`src/hdl/pse_pkg.sv`:
```
// shared types and constants of the priority schedule engine
// no dependencies; imported by every module of the block
package pse_pkg;

    localparam int MAX_PROCS_DEF = 16;
    localparam int ID_W          = 8;
    localparam int ARR_W         = 16;
    localparam int BURST_W       = 16;
    localparam int PRIO_W        = 8;
    localparam int TIME_W        = 21;
    localparam int SUM_W         = 25;

    typedef struct packed {
        logic [ID_W-1:0]    process_id;
        logic [ARR_W-1:0]   arrival_time;
        logic [BURST_W-1:0] burst_time;
        logic [PRIO_W-1:0]  priority_value;
        logic               last_process;
    } item_t;

    typedef struct packed {
        logic [ID_W-1:0]   result_id;
        logic [TIME_W-1:0] completion_time;
        logic [TIME_W-1:0] turnaround_time;
        logic [TIME_W-1:0] waiting_time;
        logic [SUM_W-1:0]  total_turnaround;
        logic [SUM_W-1:0]  total_waiting;
        logic              last_result;
    } result_t;

    // broadcast from the sequencer to every cell
    typedef struct packed {
        logic load;
        logic mark;
        logic shift;
    } cell_ctl_t;

    // running best candidate and earliest pending arrival, passed along the row
    typedef struct packed {
        logic               found;
        logic [PRIO_W-1:0]  prio;
        logic [ARR_W-1:0]   arr;
        logic [BURST_W-1:0] burst;
        logic               pend;
        logic [ARR_W-1:0]   next_arr;
    } token_t;

endpackage

```
`src/hdl/pse_cell.sv`:
```
// one slot of the process table: holds a record, joins the selection token
// that runs along the row, and shifts its results towards slot zero
// depends on pse_pkg
module pse_cell
    import pse_pkg::*;
#(
    parameter int SLOT_W = $clog2(MAX_PROCS_DEF),
    parameter int CLK_W  = ARR_W + $clog2(MAX_PROCS_DEF + 1)
)
(
    input  logic              clk,
    input  logic              rst_n,
    input  logic [SLOT_W-1:0] my_slot,
    input  logic              live,
    input  cell_ctl_t         ctl,
    input  logic [SLOT_W-1:0] sel_slot,
    input  item_t             rec,
    input  logic [CLK_W-1:0]  clk_now,
    input  logic [CLK_W-1:0]  fin_clk,
    input  token_t            tok_in,
    input  logic [SLOT_W-1:0] tok_slot_in,
    output token_t            tok_out,
    output logic [SLOT_W-1:0] tok_slot_out,
    input  logic [ID_W-1:0]   sh_id_in,
    input  logic [CLK_W-1:0]  sh_fin_in,
    input  logic [CLK_W-1:0]  sh_tat_in,
    input  logic [CLK_W-1:0]  sh_wt_in,
    output logic [ID_W-1:0]   sh_id_out,
    output logic [CLK_W-1:0]  sh_fin_out,
    output logic [CLK_W-1:0]  sh_tat_out,
    output logic [CLK_W-1:0]  sh_wt_out
);

    logic [ID_W-1:0]    id_reg;
    logic [ARR_W-1:0]   arr_reg;
    logic [BURST_W-1:0] burst_reg;
    logic [PRIO_W-1:0]  prio_reg;
    logic [CLK_W-1:0]   fin_reg;
    logic [CLK_W-1:0]   tat_reg;
    logic [CLK_W-1:0]   wt_reg;
    logic               done_reg;
    logic               done_next;
    token_t             tok_reg;
    token_t             tok_next;
    logic [SLOT_W-1:0]  tok_slot_reg;
    logic [SLOT_W-1:0]  tok_slot_next;

    logic               sel_hit;
    logic [CLK_W-1:0]   arr_ext;
    logic               open_q;
    logic               arrived;

    assign sel_hit = (sel_slot == my_slot);
    assign arr_ext = CLK_W'(arr_reg);
    assign open_q  = live && !done_reg;
    assign arrived = (arr_ext <= clk_now);

    always_comb
    begin
        tok_next      = tok_in;
        tok_slot_next = tok_slot_in;
        // strictly better only, so a tie stays with the lower slot upstream
        if (open_q && arrived &&
            (!tok_in.found || (prio_reg < tok_in.prio) ||
             ((prio_reg == tok_in.prio) && (arr_reg < tok_in.arr))))
        begin
            tok_next.found = 1'b1;
            tok_next.prio  = prio_reg;
            tok_next.arr   = arr_reg;
            tok_next.burst = burst_reg;
            tok_slot_next  = my_slot;
        end
        if (open_q && !arrived && (!tok_in.pend || (arr_reg < tok_in.next_arr)))
        begin
            tok_next.pend     = 1'b1;
            tok_next.next_arr = arr_reg;
        end
    end

    always_comb
    begin
        done_next = done_reg;
        if (ctl.shift)
        begin
            done_next = 1'b0;
        end
        else if (ctl.mark && sel_hit)
        begin
            done_next = 1'b1;
        end
    end

    always_ff @(posedge clk or negedge rst_n)
    begin
        if (!rst_n)
        begin
            done_reg     <= 1'b0;
            tok_reg      <= '0;
            tok_slot_reg <= '0;
        end
        else
        begin
            done_reg     <= done_next;
            tok_reg      <= tok_next;
            tok_slot_reg <= tok_slot_next;
        end
    end

    always_ff @(posedge clk)
    begin
        if (ctl.load && sel_hit)
        begin
            id_reg    <= rec.process_id;
            arr_reg   <= rec.arrival_time;
            burst_reg <= rec.burst_time;
            prio_reg  <= rec.priority_value;
        end
        else if (ctl.mark && sel_hit)
        begin
            fin_reg <= fin_clk;
            tat_reg <= fin_clk - arr_ext;
            // start time minus arrival equals turnaround minus burst
            wt_reg  <= clk_now - arr_ext;
        end
        else if (ctl.shift)
        begin
            id_reg  <= sh_id_in;
            fin_reg <= sh_fin_in;
            tat_reg <= sh_tat_in;
            wt_reg  <= sh_wt_in;
        end
    end

    assign tok_out      = tok_reg;
    assign tok_slot_out = tok_slot_reg;
    assign sh_id_out    = id_reg;
    assign sh_fin_out   = fin_reg;
    assign sh_tat_out   = tat_reg;
    assign sh_wt_out    = wt_reg;

endmodule

```
`config.mk`:
```
export PLATFORM = sky130hd
export DESIGN_NAME = pse_cell
export DESIGN_NICKNAME = d
export VERILOG_FILES = /design/src/hdl/pse_pkg.sv /design/src/hdl/pse_cell.sv
export SDC_FILE = /design/constraint.sdc
export NUM_CORES = 1
export LEC_CHECK = 0
export BUFFER_PORTS_ARGS = -buffer_cell sky130_fd_sc_hd__buf_2
export CORE_UTILIZATION = 45
export DETAILED_ROUTE_END_ITERATION = 8
export PLACE_DENSITY = 0.75
export SLEW_MARGIN = 25
export SYNTH_ARGS = -nofsm -noshare
export SYNTH_HDL_FRONTEND = slang
export SYNTH_SLANG_ARGS = --single-unit
```
`constraint.sdc`:
```
create_clock -name clk -period 2.55 [get_ports clk]
set_input_delay 0.3825 -clock clk [delete_from_list [all_inputs] [get_ports clk]]
set_output_delay 0.3825 -clock clk [all_outputs]
set_load 0.01 [all_outputs]
```
==> impl_results.md, run 1 <==
- Outcome: finished, violations left
- Failing checks: setup timing
- Placed Area: 12400 um2
- Dominant cell type by area after synthesis: edfxtp_1
- Drc violations: 0
- Initial Utilization: 0.461
- Sink Count: 174
- P&R area growth vs syn: 46.7%
- PwrDens: 565 nW/um2
- Warnings, synthesis: 0
- Clk slew on worst S/H paths: ~0.090 ns
- Final period demand of the worst path: 2.60 ns
- Clock Skew: 0.0185 ns
- Vias in the first global route: 8305
- NumNets Final: 1643
- Metal1 wirelength: about 11 mm
- PortBufs: 369
- RSZ-0062 raised after global routing: true
- Post-synth EDFFs: about 110
- # rows: 52
- Share of cells above drive strength 1: 0.478
- Top cell type's share of synthesized area: 0.355
- Fin. Hold Viols: 0
- Main area contributors after synthesis: edfxtp_1, dfrtp_1, ha_1
- CTS H-Tree Depth: 4
- Fmax: 384 MHz
- Die W: 146 um
- Final Cycle Share: 1.02
- Seq/Total Area, Yosys: 0.523
- Worst VDD drop: 0.000438 V
- Reg2Reg Depth: 10
- Antenna violations before repair: 5
- Area of the die: 21400 um2
- Overall Power: approximately 7800 uW
- CP required: 2.89 ns
- PnR worst setup slack: -0.0511 ns
- WL/cell: 18.7 um
- Slew HR: 0.629
- Critical Path Fanout Max: 8
- Total of max-cap violations: 0
- CTS buffer count: 17
- Final core occ: 0.676
- Hold depth: 1
- Clk root buf: clkbuf_16
- Worst Setup Start Kind: register
- Yosys cell types: 68
- Total global routing overflow: 0
- Hold WC Path Type: in2reg
- Initial detailed-routing violation count: 422
- Met2 Wirelength: 15.8 mm
- First drt pass iteration count: 4
- Post-synth top flop: edfxtp_1
- Routed vias/inst: between 5 and 6
- Chip Height: 146 um
- Clock Latency Late Sink: roughly 0.44 ns
- Worst Hold End: burst_reg[10]$_DFFE_PP_
- Placed Cells: ~1600
- Design area: 13800 um2
- CP Capture Type: register
- Remaining antenna violation count: 0
- Max Slew Vio Count: 0
- Max FFs per register: slightly below 60
- Fillers: 1528
- Syn Inst Count: around 850
- Post-Synthesis Cell Area: 9380 um2
- CTS tree: built
- Worst-Margin Slew: 0.556 ns
- Seq cells post-synth: 174
- Setup CP Type: reg2reg
- P_leak: between 0.006 and 0.007 uW
- CORE AREA: 20400 um2
- Async set or reset register ratio after synthesis: 0.362
- I/O pin count: 371
- Via count: 8385
- Setup tns final: -0.328 ns
- Global-route wire length before repair: about 44 mm
- Mean Syn Cell Area: 11.1 um2
- Non-Filler Instances: ~1600
- Uppermost layer routed: met5
- Largest net degree at the start of global routing: 47
- Syn_nets: 1156
- Final Setup Violations: 18
- RR Startpoint: arr_reg[1]$_DFFE_PP_
- Metal3 WL: between 2 and 2.5 mm
- Crit path DAT: a little under 3 ns
- Final GP Congestion: between 0.9 and 1
- Worst hold start: rec[19]
- CTS max path bufs: 2
- Worst R2R Setup Slack: -0.05 ns
- DPL Wire Length: 23.2 mm
- WL final: 30.2 mm
- Total GRT Usage: 0.269
- Critical R2R Capture: tok_out[7]$_DFF_PN0_
critical path, stage by stage, from the launching register on:
cell      delay (ns)
edfxtp_1        0.43
inv_2           0.11
ha_4            0.20
nor2b_4         0.13
o211ai_4        0.21
a31oi_4         0.17
a311oi_2        0.38
o21ai_4         0.12
or3_4           0.40
buf_8           0.17
mux2i_1         0.19
Yosys cell counts (5+ instances only):
| cell | n |
|---|---|
| nand4_1 | 8 |
| o31ai_1 | 5 |
| nand2b_1 | 6 |
| nand2_1 | 151 |
| ha_1 | 70 |
| o21a_1 | 10 |
| nor2b_1 | 5 |
| dfrtp_1 | 63 |
| nor2_1 | 27 |
| inv_1 | 67 |
| a31oi_1 | 9 |
| o21ai_0 | 56 |
| a21o_1 | 16 |
| nand3_1 | 11 |
| edfxtp_1 | 111 |
| o211ai_1 | 5 |
| xnor2_1 | 15 |
| a21oi_1 | 26 |
| xor2_1 | 19 |
| clkbuf_1 | 17 |
| nor3_1 | 10 |
| or3_1 | 6 |
| mux2_2 | 30 |
| mux2i_1 | 31 |
layout by cell type, fill, tap and decap left out, types with 4 or more instances in the layout:
| cell type | n |
|---|---|
| edfxtp_1 | 111 |
| o21ai_0 | 47 |
| nor3_1 | 7 |
| ha_1 | 55 |
| ha_4 | 14 |
| o21ai_2 | 4 |
| o21ai_1 | 6 |
| o21a_1 | 10 |
| o211ai_1 | 5 |
| a31oi_1 | 7 |
| buf_6 | 5 |
| mux2_2 | 8 |
| inv_12 | 4 |
| inv_1 | 56 |
| or3_1 | 5 |
| xnor2_1 | 15 |
| buf_12 | 8 |
| nand2b_1 | 6 |
| clkbuf_16 | 18 |
| buf_2 | 369 |
| nand4_1 | 8 |
| mux2_4 | 23 |
| nand2_1 | 150 |
| inv_2 | 11 |
| buf_4 | 106 |
| xor2_1 | 19 |
| mux2i_1 | 29 |
| nor2_1 | 21 |
| clkinv_8 | 5 |
| a21oi_1 | 22 |
| nand3_1 | 9 |
| a21o_1 | 15 |
| dfrtp_1 | 63 |
| a21oi_2 | 5 |
cell type report:
cell class / instances / area [um2] / area share
Tap cell: 270 / 338 / 0.0246
Clock inverter: 15 / 226 / 0.0165
Multi-Input combinational cell: 580 / 4670 / 0.339
Inverter: 68 / 260 / 0.0189
Timing Repair Buffer: 492 / 2920 / 0.213
Antenna cell: 3 / 7.51 / 0.000546
Sequential cell: 174 / 4910 / 0.357
Clock buffer: 17 / 425 / 0.0309
per-layer routing:
metal | vias up | GRT usage
met3 | 60 | 0.0644
li1 | 3992 | -
met4 | 2 | 0.0927
met1 | 3974 | 0.309
met5 | - | 0
met2 | 357 | 0.489
cell families after synthesis:
kind of cell / Yosys count / share of synthesized area
AND/OR/NAND/NOR: 245 / 0.117
flip-flops: 174 / 0.523
AO/OA/AOI/OAI: 167 / 0.119
buffers and inverters: 92 / 0.0403
adder cells (fa/ha/maj): 72 / 0.0976
multiplexers: 62 / 0.0707
XOR/XNOR: 34 / 0.0317
timing repair:
| action | 4_1_cts | 5_1_grt |
|---|---|---|
| resized for setup | 34 | 89 |
| endpoints found under the setup margin | 74 | 75 |
| hold buffers | 1 | 0 |
| endpoints found under the hold margin | 21 | 0 |
| buffers inserted | 2 | 13 |
| cloned | 0 | 1 |
| pin swaps | 8 | 31 |
how the worst max path moves through the flow:
stage | cells past startpoint | slack (ns) | to | from
2_1_floorplan | 7 | -0.18 | sh_fin_out[0]$_DFFE_PP_ | sel_slot[2]
3_3_place_gp | 12 | -0.28 | sh_wt_out[15]$_DFFE_PP_ | clk_now[1]
3_5_place_dp | 12 | -0.27 | sh_wt_out[12]$_DFFE_PP_ | clk_now[0]
4_1_cts | 10 | -0.004 | sh_tat_out[18]$_DFFE_PP_ | arr_reg[0]$_DFFE_PP_
5_1_grt | 11 | -0.11 | tok_out[37]$_DFF_PN0_ | arr_reg[1]$_DFFE_PP_
6_report | 10 | -0.05 | tok_out[7]$_DFF_PN0_ | arr_reg[1]$_DFFE_PP_
power by group:
part	internal, uW	switching (uW)
Sequential	3240	57.9
Combinational	792	860
Clock	1400	1430
stage by stage:
step	worst slack [ns]	hold WS [ns]
2_1_floorplan	-0.182	0.0869
3_3_place_gp	-0.281	0.397
3_5_place_dp	-0.275	0.396
4_1_cts	-0.00446	0.0984
5_1_grt	-0.109	0.0857
6_report	-0.0511	0.109
Power figures use the tool's default switching activity.
==> inputs of run 2 (changes only) <==
--- a/config.mk
+++ b/config.mk
@@ -6,6 +6,7 @@
 export NUM_CORES = 1
 export LEC_CHECK = 0
 export BUFFER_PORTS_ARGS = -buffer_cell sky130_fd_sc_hd__buf_2
+export CORE_ASPECT_RATIO = 1.25
 export CORE_UTILIZATION = 45
 export DETAILED_ROUTE_END_ITERATION = 8
 export PLACE_DENSITY = 0.75
==> run 2 against run 1 <==
Net effect:
- the run still ends with setup timing left
- routed wire length shrank 3.1%
- sequential share of layout area grew 0.11 points
- die area is essentially flat
- design area shrank 0.30%
- sequential power is essentially flat
- critical path depth shrank 1
- clock power shrank 4%
- highest routed layer unchanged
==> impl_results.md, run 2 (same netlist as run 1, synthesis figures left out) <==
- Initial detailed-routing violation count: 416
- Clk slew on worst S/H paths: approximately 0.08 ns
- Crit path DAT: around 2.9 ns
- PortBufs: 369
- Final GP Congestion: 0.851
- Die W: between 100 and 150 um
- Total global routing overflow: 0
- CTS max path bufs: 2
- Dpl ws: -0.270 ns
- Worst Setup Start Kind: register
- Placed Area: 12400 um2
- Critical Path Fanout Max: 5
- CP Capture Type: register
- Final period demand of the worst path: between 2 and 3 ns
- Drc violations: 0
- Setup tns final: -0.0269 ns
- Design area: 13700 um2
- Fmax: 390 MHz
- Max FFs per register: 58
- Sink Count: 174
- Worst R2R Setup Slack: -0.02 ns
- Share of cells above drive strength 1: 0.481
- Commonest non-fill, non-tap cell in the layout: buf_2
- WL/cell: ~18 um
- NumNets Final: about 1700
- RSZ-0062 raised after global routing: true
- Multi-input gate area: 4550 um2
- First drt pass iteration count: 5
- Worst-Margin Slew: between 0.6 and 0.7 ns
- Via count: 8269
- Hold_ws: 0.116 ns
- Routed vias/inst: 5.06
- Clock Latency Late Sink: approximately 0.43 ns
- Commonest cells after routing, fill and taps aside: buf_2, nand2_1, buf_4, edfxtp_1, dfrtp_1
- I/O pin count: 371
- Fillers: around 1600
- Antenna violations before repair: 5
- Clock Skew: 0.0158 ns
- # rows: 58
- Sequential Area: 4910 um2
- Total GRT Usage: 0.271
- Remaining antenna violation count: 0
- Global-route wire length before repair: 43.4 mm
- DPL Wire Length: 23.6 mm
- Largest net degree at the start of global routing: 54
- WL final: 29.3 mm
- PnR worst setup slack: -0.0157 ns
- Total of max-cap violations: 0
- Fin. Hold Viols: 0
- Hold WC Path Type: in2reg
- Clk root buf: clkbuf_16
- Slew HR: 0.542
- CTS tree: built
- Chip Height: 163 um
- CTS H-Tree Depth: 4
- Final Setup Violations: 3
- Worst VDD drop: between 0.0005 and 0.0006 V
- Vias in the first global route: 8414
- P&R area growth vs syn: 46.2%
- PwrDens: between 500 and 600 nW/um2
- Final core occ: 0.678
- Setup CP Type: reg2reg
- Outcome: finished, violations left
- Max Slew Vio Count: 0
- Area of the die: 21400 um2
- CP required: 2.87 ns
- Final Cycle Share: 1.01
- CTS buffer count: 17
- Failing checks: setup timing
- P_leak: 0.00676 uW
- CORE AREA: 20200 um2
- Initial Utilization: 0.463
## run 2: cell types whose count changed in the layout (fill, tap and decap cells not counted), sizes merged
cell and delta:
buf +17, diode -1, inv -4, clkinv +3
## run 2: worst max-delay path: stages (launching register included)
cell and delay, ns:
edfxtp_1 0.45, inv_2 0.11, ha_4 0.20, nor2b_4 0.12, o211ai_2 0.20, a31oi_4 0.16
a311oi_2 0.33, o21ai_2 0.15, or3_4 0.41, mux2_4 0.31
## run 2: layout make-up
| class | count | share of cell area |
|---|---|---|
| sequential | 174 | 0.358 |
| multi-input combinational | 580 | 0.331 |
| timing repair buffer | 508 | 0.221 |
| clock buffer | 18 | 0.0320 |
| tap | 270 | 0.0246 |
| inverter | 68 | 0.0190 |
| clock inverter | 14 | 0.0135 |
| antenna | 2 | 0.000365 |
## run 2: path summary, 6_finish.rpt
| kind | end | depth (start not counted) | startpoint |
|---|---|---|---|
| setup / recovery | tok_out[0]$_DFF_PN0_ | 9 | arr_reg[1]$_DFFE_PP_ |
| max in group asynchronous | tok_out[10]$_DFF_PN0_ | 3 | rst_n |
| hold reg to reg | tok_out[31]$_DFF_PN0_ | 1 | burst_reg[14]$_DFFE_PP_ |
| hold / removal | burst_reg[8]$_DFFE_PP_ | 1 | rec[17] |
| setup reg to reg | tok_out[0]$_DFF_PN0_ | 9 | arr_reg[1]$_DFFE_PP_ |
| min in group asynchronous | tok_out[23]$_DFF_PN0_ | 2 | rst_n |
## run 2: power by group
| group | switching (uW) | internal, uW | total [uW] | leakage (uW) |
|---|---|---|---|---|
| registers | 61.3 | 3240 | 3300 | 0.00179 |
| logic | 864 | 800 | 1660 | 0.00466 |
| clock network | 1330 | 1370 | 2700 | 0.000301 |
| total | 2260 | 5410 | 7670 | 0.00676 |
## run 2: per-layer routing
layer  vias up  GRT usage  share of wire
met5         -          0        0.00075
met1      3836      0.285           0.37
li1       4034          -              -
met4         4     0.0920          0.025
met2       342      0.516           0.53
met3        53     0.0748          0.073
## run 2: stage by stage
step                      std cells  power (uW)
final                          1634        7670
after global routing           1634        7960
after CTS                      1620        7620
after detailed placement       1576        4880
after global placement         1576        4840
after floorplan                 846        4090
## run 2: what timing repair did
item,4_1_cts,5_1_grt
hold endpoints to repair,21,0
hold buffers,1,0
setup buffers,12,13
setup endpoints to repair,75,81
cloned,0,0
pin swaps,17,33
gates resized for setup,39,70
==> inputs of run 3 (changes only) <==
--- a/config.mk
+++ b/config.mk
@@ -6,10 +6,10 @@
 export NUM_CORES = 1
 export LEC_CHECK = 0
 export BUFFER_PORTS_ARGS = -buffer_cell sky130_fd_sc_hd__buf_2
-export CORE_ASPECT_RATIO = 1.25
-export CORE_UTILIZATION = 45
+export CORE_AREA = 2 2 146 148
 export DETAILED_ROUTE_END_ITERATION = 8
-export PLACE_DENSITY = 0.75
+export DIE_AREA = 0 0 148 150
+export PLACE_DENSITY = 0.73
 export SLEW_MARGIN = 25
 export SYNTH_ARGS = -nofsm -noshare
 export SYNTH_HDL_FRONTEND = slang
==> constraint.sdc (replaced) <==
create_clock -name clk -period 2.8 [get_ports clk]
set_input_delay 0.28 -clock clk [delete_from_list [all_inputs] [get_ports clk]]
set_output_delay 0.28 -clock clk [all_outputs]
set_load 0.01 [all_outputs]
==> run 3 against run 2 <==
Net effect:
- the run now ends clean
- combinational power is 23% lower
- utilization is 6.2 points lower
- clock power fell by 4%
- worst hold slack worse by 0.098 ns
- sequential power fell by 8.8%
- non-clock buffer count down 74
- count of clock-buffer cells in the layout decreased by 1
- design area fell by 7.2%
- final cell count shrank 4.2%
- worst setup slack gained 0.14 ns
- critical path type unchanged
- largest cell class unchanged
==> impl_results.md, run 3 (same netlist as run 1, synthesis figures left out) <==
- Routed vias/inst: 5.16
- Psw: between 2000 and 2500 uW
- Worst Setup Start Kind: register
- # rows: 53
- CTS tree: built
- Max Slew Vio Count: 0
- Global-route wire length before repair: 42.1 mm
- PortBufs: 369
- Antenna violations before repair: 9
- Vias in the first global route: slightly above 8000
- Int Pwr: between 4000 and 5000 uW
- Initial Utilization: 0.453
- CTS H-Tree Depth: 4
- RSZ-0062 raised after global routing: true
- P&R area growth vs syn: 35.7%
- Via count: 8087
- Clock Skew: 0.0135 ns
- Worst VDD drop: 0.000394 V
- P_leak: 0.00631 uW
- WL final: between 20 and 30 mm
- Commonest non-fill, non-tap cell in the layout: buf_2
- NumNets Final: ~1600
- Total GRT Usage: 0.251
- CP Capture Type: register
- Chip Height: 150 um
- Cells along the critical path: inv_1 -> ha_1 -> o211ai_2 -> a31oi_4 -> a2111oi_1 -> buf_4 -> o41ai_2 -> buf_4 -> mux2_2 -> a31oi_1
- Crit-path slowest cell: edfxtp_1
- Sink Count: 174
- CTS buffer count: 17
- Commonest cells after routing, fill and taps aside: buf_2, nand2_1, edfxtp_1, ha_1, inv_1
- Total global routing overflow: 0
- Final period demand of the worst path: 2.67 ns
- Hold WC Path Type: in2reg
- Share of cells above drive strength 1: 0.397
- First drt pass iteration count: 5
- Fmax: about 370 MHz
- Critical Path Fanout Max: 4
- CORE AREA: 20700 um2
- Clock network power share: 0.377
- Crit path DAT: roughly 2.9 ns
- Setup CP Type: reg2reg
- Slowest Stage Delay on Critical Path: around 0.39 ns
- Outcome: finished, final reports clean
- Final Cycle Share: 0.955
- Largest net degree at the start of global routing: 64
- Slew HR: 0.651
- Placed Area: between 10000 and 15000 um2
- Setup tns final: 0 ns
- Initial detailed-routing violation count: a little over 400
- Most frequent CP cell: buf_4
- WL/cell: about 18 um
- Final Setup Violations: 0
- Clk root buf: clkbuf_16
- Final core occ: 0.615
- Design area: 12700 um2
- Total of max-cap violations: 0
- Worst-Margin Slew: 0.524 ns
- CP required: just over 3 ns
- Switching fraction of total power: 0.300
- CTS max path bufs: 2
- Fin. Hold Viols: 0
- Area of the die: 22200 um2
- DPL Wire Length: 22.5 mm
- Worst R2R Setup Slack: 0.13 ns
- Max FFs per register: 58
- Drc violations: 0
- Overall Power: 6880 uW
- I/O pin count: 371
- Final GP Congestion: 0.898
- PnR worst setup slack: 0.127 ns
- Clk slew on worst S/H paths: 0.08 ns
- Part of the power in registers: 0.437
- Remaining antenna violation count: 0
- Die W: approximately 150 um
- Clock Latency Late Sink: 0.43 ns
- PwrDens: 541 nW/um2
- Logic pwr share: 0.186
- Dpl ws: 0.0140 ns
run 3: cell types whose count changed in the layout (fill, tap and decap cells not counted), sizes merged:
cell	change
buf	-89
dlygate4sd3	+15
inv	+6
clkinv	-5
clkbuf	-1
diode	+1
run 3: power groups by stage:
stage | combinational [uW] | sequential (uW) | clock [uW]
after CTS | 1270 | 3010 | 2630
after detailed placement | 1250 | 3060 | 0
after floorplan | 558 | 3160 | 0
final | 1280 | 3010 | 2590
after global placement | 1230 | 3060 | 0
after global routing | 1410 | 3030 | 2740
run 3: final timing paths:
| path | from | endpoint | cells past startpoint |
|---|---|---|---|
| hold reg to reg | burst_reg[9]$_DFFE_PP_ | tok_out[26]$_DFF_PN0_ | 1 |
| hold / removal | rec[8] | prio_reg[7]$_DFFE_PP_ | 1 |
| min in group asynchronous | rst_n | tok_out[31]$_DFF_PN0_ | 3 |
| setup / recovery | arr_reg[2]$_DFFE_PP_ | sh_wt_out[19]$_DFFE_PP_ | 10 |
| setup reg to reg | arr_reg[2]$_DFFE_PP_ | sh_wt_out[19]$_DFFE_PP_ | 10 |
| max in group asynchronous | rst_n | tok_out[57]$_DFF_PN0_ | 3 |
run 3: worst max-delay path: cells and delay by family (launching register included):
kind,cells,cell delay (ns)
AOI/OAI and AO/OA,5,0.99
buffers and inverters,3,0.44
DFF,1,0.39
adders and majority gates,1,0.37
muxes,1,0.32
run 3: layout make-up:
cell class,count,area [um2]
sequential,174,4910
fill,1754,7960
clock inverter,15,225
tap,275,344
timing repair buffer,434,2400
multi-input combinational,580,4150
clock buffer,17,425
inverter,68,260
antenna,3,7.51
run 3: layer usage:
layer  GRT usage  wire length (um)
met3      0.0567              1980
met4      0.0981               906
met5           0                52
met2       0.450             14500
met1       0.291             11000
run 3: stage by stage:
step / hold slack, ns / cells
2_1_floorplan: -0.0156 / 846
3_3_place_gp: 0.322 / 1513
3_5_place_dp: 0.331 / 1513
4_1_cts: 0.000109 / 1561
5_1_grt: 0.000515 / 1566
6_report: 0.0171 / 1566
run 3: timing repair:
item	in CTS	in global routing
buffers inserted	1	1
endpoints found under the hold margin	77	1
endpoints found under the setup margin	4	30
resized for setup	1	13
pin swaps	0	2
hold buffers	15	1
